$ cat src/design/swq_pkg.sv
// shared types and codes for the semaphore wait queue table
package swq_pkg;

  localparam int KEY_W = 32;
  localparam int PID_W = 5;
  localparam int REQ_W = 2;
  localparam int ST_W  = 2;

  // request codes
  localparam logic [REQ_W-1:0] REQ_INSERT = 2'd0;
  localparam logic [REQ_W-1:0] REQ_POP    = 2'd1;
  localparam logic [REQ_W-1:0] REQ_OUT    = 2'd2;
  localparam logic [REQ_W-1:0] REQ_PEEK   = 2'd3;

  // status codes
  localparam logic [ST_W-1:0] ST_OK     = 2'd0;
  localparam logic [ST_W-1:0] ST_FULL   = 2'd1;
  localparam logic [ST_W-1:0] ST_ABSENT = 2'd2;

  // field write enables of the descriptor memory
  typedef struct packed {
    logic key;
    logic head;
    logic tail;
  } desc_wen_t;

  // field write enables of the process link memory
  typedef struct packed {
    logic nxt;
    logic prv;
    logic dsc;
  } proc_wen_t;

endpackage

$ cat src/design/semaphore_wait_queue_table.sv
// top level: semaphore wait queue table with its request sequencer
//
// Requests arrive on the in channel (in_valid/in_ready) as one word of
// req_type, sem_key and proc_id; each gives exactly one result word on the
// out channel (out_valid/out_ready) carrying status and proc_out.
// Insert, pop and peek search the descriptor memory for the key, one entry
// per cycle, and the scan stops at the matching descriptor; a missing key
// is compared against every descriptor. Pop of a longer queue then reads
// the head's link and writes the new head, insert on an existing key links
// the process behind the tail, and insert on a missing key takes a free
// descriptor. Removal of a given process follows its doubly linked entry
// and skips the second link fix when it is alone in its queue; requests
// rejected up front go straight to the result.
// One request is in work at a time: in_ready is high only while the
// sequencer is idle, which it enters as the result is registered. The result
// sits in an output register; a stalled receiver holds the sequencer in its
// final state until the register frees.
// Reset (rst, synchronous) frees every descriptor and unblocks every
// process at once through flip-flop valid bits; no clearing pass is needed.
module semaphore_wait_queue_table #(
  parameter int NUM_PROCS = 32
) (
  input  logic                      clk,
  input  logic                      rst,
  input  logic                      in_valid,
  output logic                      in_ready,
  input  logic [swq_pkg::REQ_W-1:0] req_type,
  input  logic [swq_pkg::KEY_W-1:0] sem_key,
  input  logic [swq_pkg::PID_W-1:0] proc_id,
  output logic                      out_valid,
  input  logic                      out_ready,
  output logic [swq_pkg::ST_W-1:0]  status,
  output logic [swq_pkg::PID_W-1:0] proc_out
);

  localparam int AW = (NUM_PROCS > 1) ? $clog2(NUM_PROCS) : 1;
  localparam int CW = $clog2(NUM_PROCS + 1);
  localparam logic [AW-1:0] LAST_IDX = AW'(NUM_PROCS - 1);
  localparam logic [CW-1:0] CNT_END  = CW'(NUM_PROCS);

  localparam logic [3:0] S_IDLE     = 4'd0;
  localparam logic [3:0] S_SCAN     = 4'd1;
  localparam logic [3:0] S_INS_LINK = 4'd2;
  localparam logic [3:0] S_INS_SELF = 4'd3;
  localparam logic [3:0] S_POP_RD   = 4'd4;
  localparam logic [3:0] S_POP_WB   = 4'd5;
  localparam logic [3:0] S_OUT_RD   = 4'd6;
  localparam logic [3:0] S_OUT_DESC = 4'd7;
  localparam logic [3:0] S_OUT_FIX1 = 4'd8;
  localparam logic [3:0] S_OUT_FIX2 = 4'd9;
  localparam logic [3:0] S_DONE     = 4'd10;

  logic [3:0]                state;
  logic [NUM_PROCS-1:0]      in_use;
  logic [NUM_PROCS-1:0]      blocked;
  logic [swq_pkg::REQ_W-1:0] req;
  logic [swq_pkg::KEY_W-1:0] key;
  logic [swq_pkg::PID_W-1:0] pid;
  logic [CW-1:0]             cnt;
  logic                      cmp_vld;
  logic [AW-1:0]             cmp_idx;
  logic                      free_found;
  logic [AW-1:0]             free_idx;
  logic [AW-1:0]             dsel;
  logic [swq_pkg::PID_W-1:0] hd;
  logic [swq_pkg::PID_W-1:0] tl;
  logic [swq_pkg::PID_W-1:0] nx;
  logic [swq_pkg::PID_W-1:0] pv;
  logic                      is_tail;
  logic [swq_pkg::ST_W-1:0]  res_status;
  logic [swq_pkg::PID_W-1:0] res_pid;

  // memory ports
  logic [AW-1:0]             desc_wr_addr;
  swq_pkg::desc_wen_t        desc_wen;
  logic [swq_pkg::PID_W-1:0] desc_wr_head;
  logic [swq_pkg::PID_W-1:0] desc_wr_tail;
  logic [AW-1:0]             desc_rd_addr;
  logic [swq_pkg::KEY_W-1:0] desc_rd_key;
  logic [swq_pkg::PID_W-1:0] desc_rd_head;
  logic [swq_pkg::PID_W-1:0] desc_rd_tail;
  logic [AW-1:0]             proc_wr_addr;
  swq_pkg::proc_wen_t        proc_wen;
  logic [swq_pkg::PID_W-1:0] proc_wr_nxt;
  logic [swq_pkg::PID_W-1:0] proc_wr_prv;
  logic [AW-1:0]             proc_wr_dsc;
  logic [AW-1:0]             proc_rd_addr;
  logic [swq_pkg::PID_W-1:0] proc_rd_nxt;
  logic [swq_pkg::PID_W-1:0] proc_rd_prv;
  logic [AW-1:0]             proc_rd_dsc;

  // scan compare stage and request checks
  logic          in_pid_ok;
  logic [AW-1:0] in_pidx;
  logic          hit;
  logic          last;
  logic          scan_end;
  logic          new_free_found;
  logic [AW-1:0] new_free_idx;
  logic          ih;
  logic          it;
  logic          accept;

  assign accept    = in_valid && in_ready;
  assign in_ready  = (state == S_IDLE);
  assign in_pid_ok = (32'(proc_id) < 32'(NUM_PROCS));
  assign in_pidx   = AW'(proc_id);

  assign hit      = cmp_vld && in_use[cmp_idx] && (desc_rd_key == key);
  assign last     = (cmp_idx == LAST_IDX);
  assign scan_end = cmp_vld && (hit || last);
  assign new_free_found = free_found || !in_use[cmp_idx];
  assign new_free_idx   = free_found ? free_idx : cmp_idx;

  assign ih = (desc_rd_head == pid);
  assign it = (desc_rd_tail == pid);

  swq_desc_mem #(.DEPTH(NUM_PROCS), .AW(AW)) u_desc_mem (
    .clk     (clk),
    .wr_addr (desc_wr_addr),
    .wen     (desc_wen),
    .wr_key  (key),
    .wr_head (desc_wr_head),
    .wr_tail (desc_wr_tail),
    .rd_addr (desc_rd_addr),
    .rd_key  (desc_rd_key),
    .rd_head (desc_rd_head),
    .rd_tail (desc_rd_tail)
  );

  swq_proc_mem #(.DEPTH(NUM_PROCS), .AW(AW)) u_proc_mem (
    .clk     (clk),
    .wr_addr (proc_wr_addr),
    .wen     (proc_wen),
    .wr_nxt  (proc_wr_nxt),
    .wr_prv  (proc_wr_prv),
    .wr_dsc  (proc_wr_dsc),
    .rd_addr (proc_rd_addr),
    .rd_nxt  (proc_rd_nxt),
    .rd_prv  (proc_rd_prv),
    .rd_dsc  (proc_rd_dsc)
  );

  // read address selection
  assign desc_rd_addr = (state == S_OUT_DESC) ? proc_rd_dsc : cnt[AW-1:0];
  assign proc_rd_addr = (state == S_POP_RD) ? AW'(hd) : AW'(pid);

  // descriptor memory writes
  always_comb begin
    desc_wr_addr = dsel;
    desc_wen     = '0;
    desc_wr_head = pid;
    desc_wr_tail = pid;
    case (state)
      S_SCAN: begin
        if (req == swq_pkg::REQ_INSERT && hit) begin
          desc_wr_addr  = cmp_idx;
          desc_wen.tail = 1'b1;
        end else if (req == swq_pkg::REQ_INSERT && scan_end && new_free_found) begin
          desc_wr_addr = new_free_idx;
          desc_wen     = '{key: 1'b1, head: 1'b1, tail: 1'b1};
        end
      end
      S_POP_WB: begin
        desc_wen.head = 1'b1;
        desc_wr_head  = proc_rd_nxt;
      end
      S_OUT_FIX1: begin
        if (!(ih && it)) begin
          desc_wen.head = ih;
          desc_wen.tail = it;
          desc_wr_head  = nx;
          desc_wr_tail  = pv;
        end
      end
      default: begin
      end
    endcase
  end

  // process link memory writes
  always_comb begin
    proc_wr_addr = AW'(pid);
    proc_wen     = '0;
    proc_wr_nxt  = pid;
    proc_wr_prv  = tl;
    proc_wr_dsc  = dsel;
    case (state)
      S_INS_LINK: begin
        proc_wr_addr = AW'(tl);
        proc_wen.nxt = 1'b1;
      end
      S_INS_SELF: begin
        proc_wen.prv = 1'b1;
        proc_wen.dsc = 1'b1;
      end
      S_OUT_FIX1: begin
        if (!ih) begin
          proc_wr_addr = AW'(pv);
          proc_wen.nxt = 1'b1;
          proc_wr_nxt  = nx;
        end
      end
      S_OUT_FIX2: begin
        if (!is_tail) begin
          proc_wr_addr = AW'(nx);
          proc_wen.prv = 1'b1;
          proc_wr_prv  = pv;
        end
      end
      default: begin
      end
    endcase
  end

  // request sequencer
  always_ff @(posedge clk) begin
    if (rst) begin
      state   <= S_IDLE;
      in_use  <= '0;
      blocked <= '0;
      cmp_vld <= 1'b0;
    end else begin
      cmp_vld <= (state == S_SCAN) && (cnt < CNT_END) && !scan_end;
      case (state)
        S_IDLE: begin
          if (accept) begin
            req        <= req_type;
            key        <= sem_key;
            pid        <= proc_id;
            cnt        <= '0;
            free_found <= 1'b0;
            res_pid    <= '0;
            res_status <= swq_pkg::ST_OK;
            if (req_type == swq_pkg::REQ_INSERT && (!in_pid_ok || blocked[in_pidx])) begin
              res_status <= swq_pkg::ST_ABSENT;
              state      <= S_DONE;
            end else if (req_type == swq_pkg::REQ_OUT) begin
              if (!in_pid_ok || !blocked[in_pidx]) begin
                res_status <= swq_pkg::ST_ABSENT;
                state      <= S_DONE;
              end else begin
                state <= S_OUT_RD;
              end
            end else begin
              state <= S_SCAN;
            end
          end
        end
        S_SCAN: begin
          cnt     <= cnt + 1'b1;
          cmp_idx <= cnt[AW-1:0];
          if (cmp_vld && !hit && !in_use[cmp_idx] && !free_found) begin
            free_found <= 1'b1;
            free_idx   <= cmp_idx;
          end
          if (hit) begin
            dsel <= cmp_idx;
            hd   <= desc_rd_head;
            tl   <= desc_rd_tail;
            case (req)
              swq_pkg::REQ_INSERT: begin
                state <= S_INS_LINK;
              end
              swq_pkg::REQ_POP: begin
                res_pid                    <= desc_rd_head;
                blocked[AW'(desc_rd_head)] <= 1'b0;
                if (desc_rd_tail == desc_rd_head) begin
                  in_use[cmp_idx] <= 1'b0;
                  state           <= S_DONE;
                end else begin
                  state <= S_POP_RD;
                end
              end
              default: begin
                res_pid <= desc_rd_head;
                state   <= S_DONE;
              end
            endcase
          end else if (scan_end) begin
            if (req != swq_pkg::REQ_INSERT) begin
              res_status <= swq_pkg::ST_ABSENT;
              state      <= S_DONE;
            end else if (new_free_found) begin
              dsel                 <= new_free_idx;
              tl                   <= pid;
              in_use[new_free_idx] <= 1'b1;
              state                <= S_INS_SELF;
            end else begin
              res_status <= swq_pkg::ST_FULL;
              state      <= S_DONE;
            end
          end
        end
        S_INS_LINK: begin
          state <= S_INS_SELF;
        end
        S_INS_SELF: begin
          blocked[AW'(pid)] <= 1'b1;
          state             <= S_DONE;
        end
        S_POP_RD: begin
          state <= S_POP_WB;
        end
        S_POP_WB: begin
          state <= S_DONE;
        end
        S_OUT_RD: begin
          state <= S_OUT_DESC;
        end
        S_OUT_DESC: begin
          nx    <= proc_rd_nxt;
          pv    <= proc_rd_prv;
          dsel  <= proc_rd_dsc;
          state <= S_OUT_FIX1;
        end
        S_OUT_FIX1: begin
          blocked[AW'(pid)] <= 1'b0;
          res_pid           <= pid;
          is_tail           <= it;
          if (ih && it) begin
            in_use[dsel] <= 1'b0;
            state        <= S_DONE;
          end else begin
            state <= S_OUT_FIX2;
          end
        end
        S_OUT_FIX2: begin
          state <= S_DONE;
        end
        S_DONE: begin
          if (!out_valid || out_ready) begin
            state <= S_IDLE;
          end
        end
        default: begin
          state <= S_IDLE;
        end
      endcase
    end
  end

  // output word register
  always_ff @(posedge clk) begin
    if (rst) begin
      out_valid <= 1'b0;
    end else if (state == S_DONE && (!out_valid || out_ready)) begin
      out_valid <= 1'b1;
      status    <= res_status;
      proc_out  <= res_pid;
    end else if (out_ready) begin
      out_valid <= 1'b0;
    end
  end

`ifndef ASSERT_OFF
  // an accepted word always starts the sequencer
  a_accept_leaves_idle: assert property (@(posedge clk) disable iff (rst)
    accept |=> (state != S_IDLE))
    else $error("sequencer stayed idle after accepting a word");

  // the scan compare stage is live only while scanning
  a_cmp_only_in_scan: assert property (@(posedge clk) disable iff (rst)
    cmp_vld |-> (state == S_SCAN))
    else $error("scan compare valid outside scan");

  // results carry only defined status codes
  a_status_code: assert property (@(posedge clk) disable iff (rst)
    out_valid |-> (status == swq_pkg::ST_OK || status == swq_pkg::ST_FULL ||
                   status == swq_pkg::ST_ABSENT))
    else $error("undefined status code");

  // a failed request reports process zero
  a_fail_pid_zero: assert property (@(posedge clk) disable iff (rst)
    (out_valid && status != swq_pkg::ST_OK) |-> (proc_out == '0))
    else $error("nonzero process on failed request");
`endif

endmodule

$ cat src/design/swq_desc_mem.sv
// descriptor memory: key, queue head and queue tail per descriptor
module swq_desc_mem #(
  parameter int DEPTH = 32,
  parameter int AW    = 5
) (
  input  logic                     clk,
  input  logic [AW-1:0]            wr_addr,
  input  swq_pkg::desc_wen_t       wen,
  input  logic [swq_pkg::KEY_W-1:0] wr_key,
  input  logic [swq_pkg::PID_W-1:0] wr_head,
  input  logic [swq_pkg::PID_W-1:0] wr_tail,
  input  logic [AW-1:0]            rd_addr,
  output logic [swq_pkg::KEY_W-1:0] rd_key,
  output logic [swq_pkg::PID_W-1:0] rd_head,
  output logic [swq_pkg::PID_W-1:0] rd_tail
);

  logic [swq_pkg::KEY_W-1:0] key_mem  [DEPTH];
  logic [swq_pkg::PID_W-1:0] head_mem [DEPTH];
  logic [swq_pkg::PID_W-1:0] tail_mem [DEPTH];

  // one write port with field enables, one registered read port
  always_ff @(posedge clk) begin
    if (wen.key) begin
      key_mem[wr_addr] <= wr_key;
    end
    if (wen.head) begin
      head_mem[wr_addr] <= wr_head;
    end
    if (wen.tail) begin
      tail_mem[wr_addr] <= wr_tail;
    end
    rd_key  <= key_mem[rd_addr];
    rd_head <= head_mem[rd_addr];
    rd_tail <= tail_mem[rd_addr];
  end

endmodule

$ cat src/design/swq_proc_mem.sv
// process link memory: next and previous in queue, owning descriptor
module swq_proc_mem #(
  parameter int DEPTH = 32,
  parameter int AW    = 5
) (
  input  logic                      clk,
  input  logic [AW-1:0]             wr_addr,
  input  swq_pkg::proc_wen_t        wen,
  input  logic [swq_pkg::PID_W-1:0] wr_nxt,
  input  logic [swq_pkg::PID_W-1:0] wr_prv,
  input  logic [AW-1:0]             wr_dsc,
  input  logic [AW-1:0]             rd_addr,
  output logic [swq_pkg::PID_W-1:0] rd_nxt,
  output logic [swq_pkg::PID_W-1:0] rd_prv,
  output logic [AW-1:0]             rd_dsc
);

  logic [swq_pkg::PID_W-1:0] nxt_mem [DEPTH];
  logic [swq_pkg::PID_W-1:0] prv_mem [DEPTH];
  logic [AW-1:0]             dsc_mem [DEPTH];

  // one write port with field enables, one registered read port
  always_ff @(posedge clk) begin
    if (wen.nxt) begin
      nxt_mem[wr_addr] <= wr_nxt;
    end
    if (wen.prv) begin
      prv_mem[wr_addr] <= wr_prv;
    end
    if (wen.dsc) begin
      dsc_mem[wr_addr] <= wr_dsc;
    end
    rd_nxt <= nxt_mem[rd_addr];
    rd_prv <= prv_mem[rd_addr];
    rd_dsc <= dsc_mem[rd_addr];
  end

endmodule
$ cat config.mk
export PLATFORM = sky130hd
export DESIGN_NAME = semaphore_wait_queue_table
export DESIGN_NICKNAME = d
export VERILOG_FILES = /design/src/design/swq_pkg.sv /design/src/design/semaphore_wait_queue_table.sv /design/src/design/swq_desc_mem.sv /design/src/design/swq_proc_mem.sv
export SDC_FILE = /design/constraint.sdc
export NUM_CORES = 2
export LEC_CHECK = 0
export BUFFER_PORTS_ARGS = -buffer_cell sky130_fd_sc_hd__buf_2
export CORE_ASPECT_RATIO = 1.25
export CORE_UTILIZATION = 45
export CTS_BUF_LIST = sky130_fd_sc_hd__clkbuf_4
export CTS_CLUSTER_SIZE = 24
export DETAILED_ROUTE_END_ITERATION = 12
export PLACE_DENSITY = 0.68
export SLEW_MARGIN = 25
export SYNTH_ARGS = -nofsm -noshare
export SYNTH_HDL_FRONTEND = slang
export SYNTH_SLANG_ARGS = --single-unit
$ cat constraint.sdc
create_clock -name clk -period 5.1 [get_ports clk]
set_clock_uncertainty 0.15 [all_clocks]
set_input_delay 0.51 -clock clk [delete_from_list [all_inputs] [get_ports clk]]
set_output_delay 0.51 -clock clk [all_outputs]
set_load 0.01 [all_outputs]
==> results.md <==
* Htree depth at 5
* Post-route setup TNS at 0 ns
* Fmax at about 210 MHz
* CP cell instances: xor2_1 > nor4_1 > buf_4 > nand4_1 > o31ai_1 > buf_4 > a211oi_4 > a22o_1 > a21oi_2 > nand3_1 > buf_4 > buf_4 > nor2_4 > buf_12
* Per-cell routed wire length at 24.6 um
* Post-CTS Setup Repair Bufs at 0
* Length of the first detailed-routing pass in iterations at 9
* Clk Latency, worst-skew pair at 1.41 ns
* Vias in the first global route at 46,877
* Post-Place Worst Slack at 0.410 ns
* DIE HEIGHT at around 480 um
* Largest net degree at the start of global routing at 85
* Gpl congestion at between 0.9 and 1
* Gr usage total at 21.4%
* Outcome: completed
* Antenna Nets Post-Route at 0
* Core footprint at 179,000 um2
* Post-synth EDFFs at 1,920
* Vias per inst at 5.69
* IO buf count at slightly above 50
* CTS tree: yes
* Initial antenna violation count at 6
* First-pass GRT wire length at 292,000 um
* Crit-path slowest cell: o31ai_1
* GRT overflow at 0
* Num ports at 52
* Arrival @ worst endpoint at 5.69 ns
* Maximum clock path buffer count at 4
* Final #Nets at 5,233
* Initial DRC count at around 4,000
* Die width at between 300 and 400 um
* Drt drc at 0
* Clk sinks at roughly 2,000
* Final Setup Violations at 0
* Setup CP Type: flop to flop
* Max incr delay on CP at 0.62 ns
* DR vias at 45,182
* Min setup slack post-route at 0.253 ns
* Area grow syn2layout at 14.4%
* Register area share after synthesis at 74.1%
* Root buffer cell: clkbuf_4
* Total of max-cap violations at 0
* Synthesized area per cell at 17.6 um2
* Cell variety after synth at 72
* CP max FO at 19
* Post-layout util at 52.0%
* Mapped Cells at roughly 4,600
* Worst Max-Slew Pin Slew at between 1 and 1.5 ns
* Relative slew slack at a little under a third
* Synth Net Count at 4,669
* Die ar. at 182,000 um2
* Post-synth top flop: edfxtp_1
* Synth warn at 0
* Synthesis-stage register bit count at between 2,000 and 2,500
* Cell Area, Synth at between 80,000 and 90,000 um2
* Total CTS buffers at 488
* Max-slew violations at 0
* Pwr Density at around 440 nW/um2
* Final worst path period share at 95.0%
* Clock-pin slew on the worst setup and hold paths at approximately 0.07 ns
* Max VDD drop at 0.252 mV
* Final hold violations at 0
* Fin crit period at 4.85 ns
* Final wirelength at 195,000 um
* HPWL Detailed at 122,000 um
* Worst Path Required at 5.94 ns
* Hold WC Path Type: input pin to flop
* RSZ-0062 raised after global routing: no
* Leak at 30.4 nW
* Asr flop ratio synth at 0%
* Total power at 0.0406 W
* Site row count at roughly 170
* CP Capture Type: flop
* Crit start category: flop
* Initial Util at 45.5%
* Crit-path most repeated cell: buf_4
* Fraction of layout cells with a size suffix above 1 at 28.4%
registers in the layout, indices dropped and copies added (netlist names), 6 cells and up:
name and flops:
u_desc_mem.key_mem 1024, u_desc_mem.head_mem 160, u_desc_mem.tail_mem 160, u_proc_mem.dsc_mem 160, u_proc_mem.nxt_mem 160, u_proc_mem.prv_mem 160
blocked 32, in_use 32, key 32, u_desc_mem.rd_key 32, cnt 6
metal layers:
metal | wire length, um | vias to the layer above | global-route usage, %
li1 | - | 19792 | -
met1 | 72900 | 22968 | 26.1
met2 | 101000 | 1999 | 37.0
met3 | 14000 | 419 | 4.37
met4 | 7240 | 4 | 8.82
met5 | 22 | - | 0
cell usage after synthesis (all sizes together), types with 2 or more instances:
library cell / number / share of area [%]
a22o: 5 / 0.065
o21a: 3 / 0.028
mux4: 466 / 13
and3b: 5 / 0.054
o2bb2ai: 5 / 0.054
o221ai: 3 / 0.032
xnor2: 14 / 0.15
clkbuf: 151 / 0.70
o21ai: 139 / 0.87
o22ai: 21 / 0.16
nand3b: 10 / 0.092
nor4: 16 / 0.12
a222oi: 5 / 0.062
o31ai: 2 / 0.018
mux2: 26 / 0.36
a21boi: 4 / 0.037
xor2: 38 / 0.41
or3: 6 / 0.059
a31oi: 4 / 0.031
nor2b: 6 / 0.046
nand2b: 8 / 0.062
a211oi: 32 / 0.32
inv: 18 / 0.083
a221o: 7 / 0.089
a21o: 4 / 0.037
nor3: 45 / 0.28
o32ai: 2 / 0.022
and2: 14 / 0.11
a311o: 2 / 0.025
or2: 2 / 0.015
and3: 18 / 0.14
a221oi: 2 / 0.065
edfxtp: 1920 / 71
nand4: 4 / 0.031
dfxtp: 127 / 3.1
a32o: 4 / 0.049
or3b: 2 / 0.022
nand2: 634 / 2.9
mux2i: 27 / 0.33
nand3: 310 / 2.0
buf: 118 / 0.70
nor2: 278 / 1.3
a21oi: 36 / 0.24
a22oi: 60 / 0.55
nor3b: 13 / 0.12
cells by family (layout without fill, tap and decap cells):
family	Yosys count	count (layout)	synth area share [%]
AOI/OAI and AO/OA	346	346	2.84
xor gates and xnor gates	52	52	0.561
adders and majority gates	1	1	0.0154
buffers and inverters	287	1239	1.49
DFF	2047	2047	74.1
muxes	519	519	13.6
other	0	8	0
and+or+nand+nor	1373	1373	7.36
area by class of cell:
cell class,count,area [um2]
Antenna cell,8,20.0
Sequential cell,2047,60200
Timing Repair Buffer,343,3430
Clock inverter,169,739
Multi-Input combinational cell,2291,20200
Tap cell,2362,2960
Inverter,18,67.6
Fill cell,14321,85600
Clock buffer,709,5320
critical path, delay by kind of cell, from the launching register on:
family                 cells  cell delay, ns
XOR/XNOR                   1            0.24
buffers and inverters      5            1.08
flip-flops                 1            0.40
AO/OA/AOI/OAI              4            1.28
AND/OR/NAND/NOR            4            1.25
power by group:
group          switching [W]  leakage (nW)  internal (W)
Combinational        0.00512          8.45       0.00289
Clock                0.00632          3.63       0.00648
Sequential          0.000409          18.3        0.0193
Total                 0.0118          30.4        0.0287
placed cells by master, fill, tap and decap left out, types with 83 or more instances in the layout:
master,n
clkbuf_4,709
nand2_1,631
dfxtp_1,127
nor2_1,243
clkinv_1,128
buf_4,153
edfxtp_1,1920
nand3_1,302
mux4_2,466
o21ai_0,134
dlygate4sd3_1,83
through the flow:
step | instances | hold slack, ns | cell area (um2)
finish | 7947 | 0.145 | 92900
CTS | 7938 | 0.0224 | 92900
global route | 7943 | 0.0992 | 92900
global placement | 6964 | 0.255 | 85600
detailed placement | 6977 | 0.252 | 86000
floorplan | 4625 | 0.236 | 81200
worst paths after layout:
| path | slack [ns] | from | end | depth (start not counted) |
|---|---|---|---|---|
| hold reg to reg | 0.28 | res_pid[4] | proc_out[4] | 0 |
| hold / removal | 0.15 | req_type[1] | state[2] | 5 |
| setup / recovery | 0.25 | key[22] | u_desc_mem.key_mem[1][11] | 14 |
| setup reg to reg | 0.25 | key[22] | u_desc_mem.key_mem[1][11] | 14 |
repair_timing:
action / CTS / global route
hold buffers: 83 / 0
resized for setup: 0 / 0
hold endpoints to repair: 193 / 0
(Power assumes the default switching activity.)
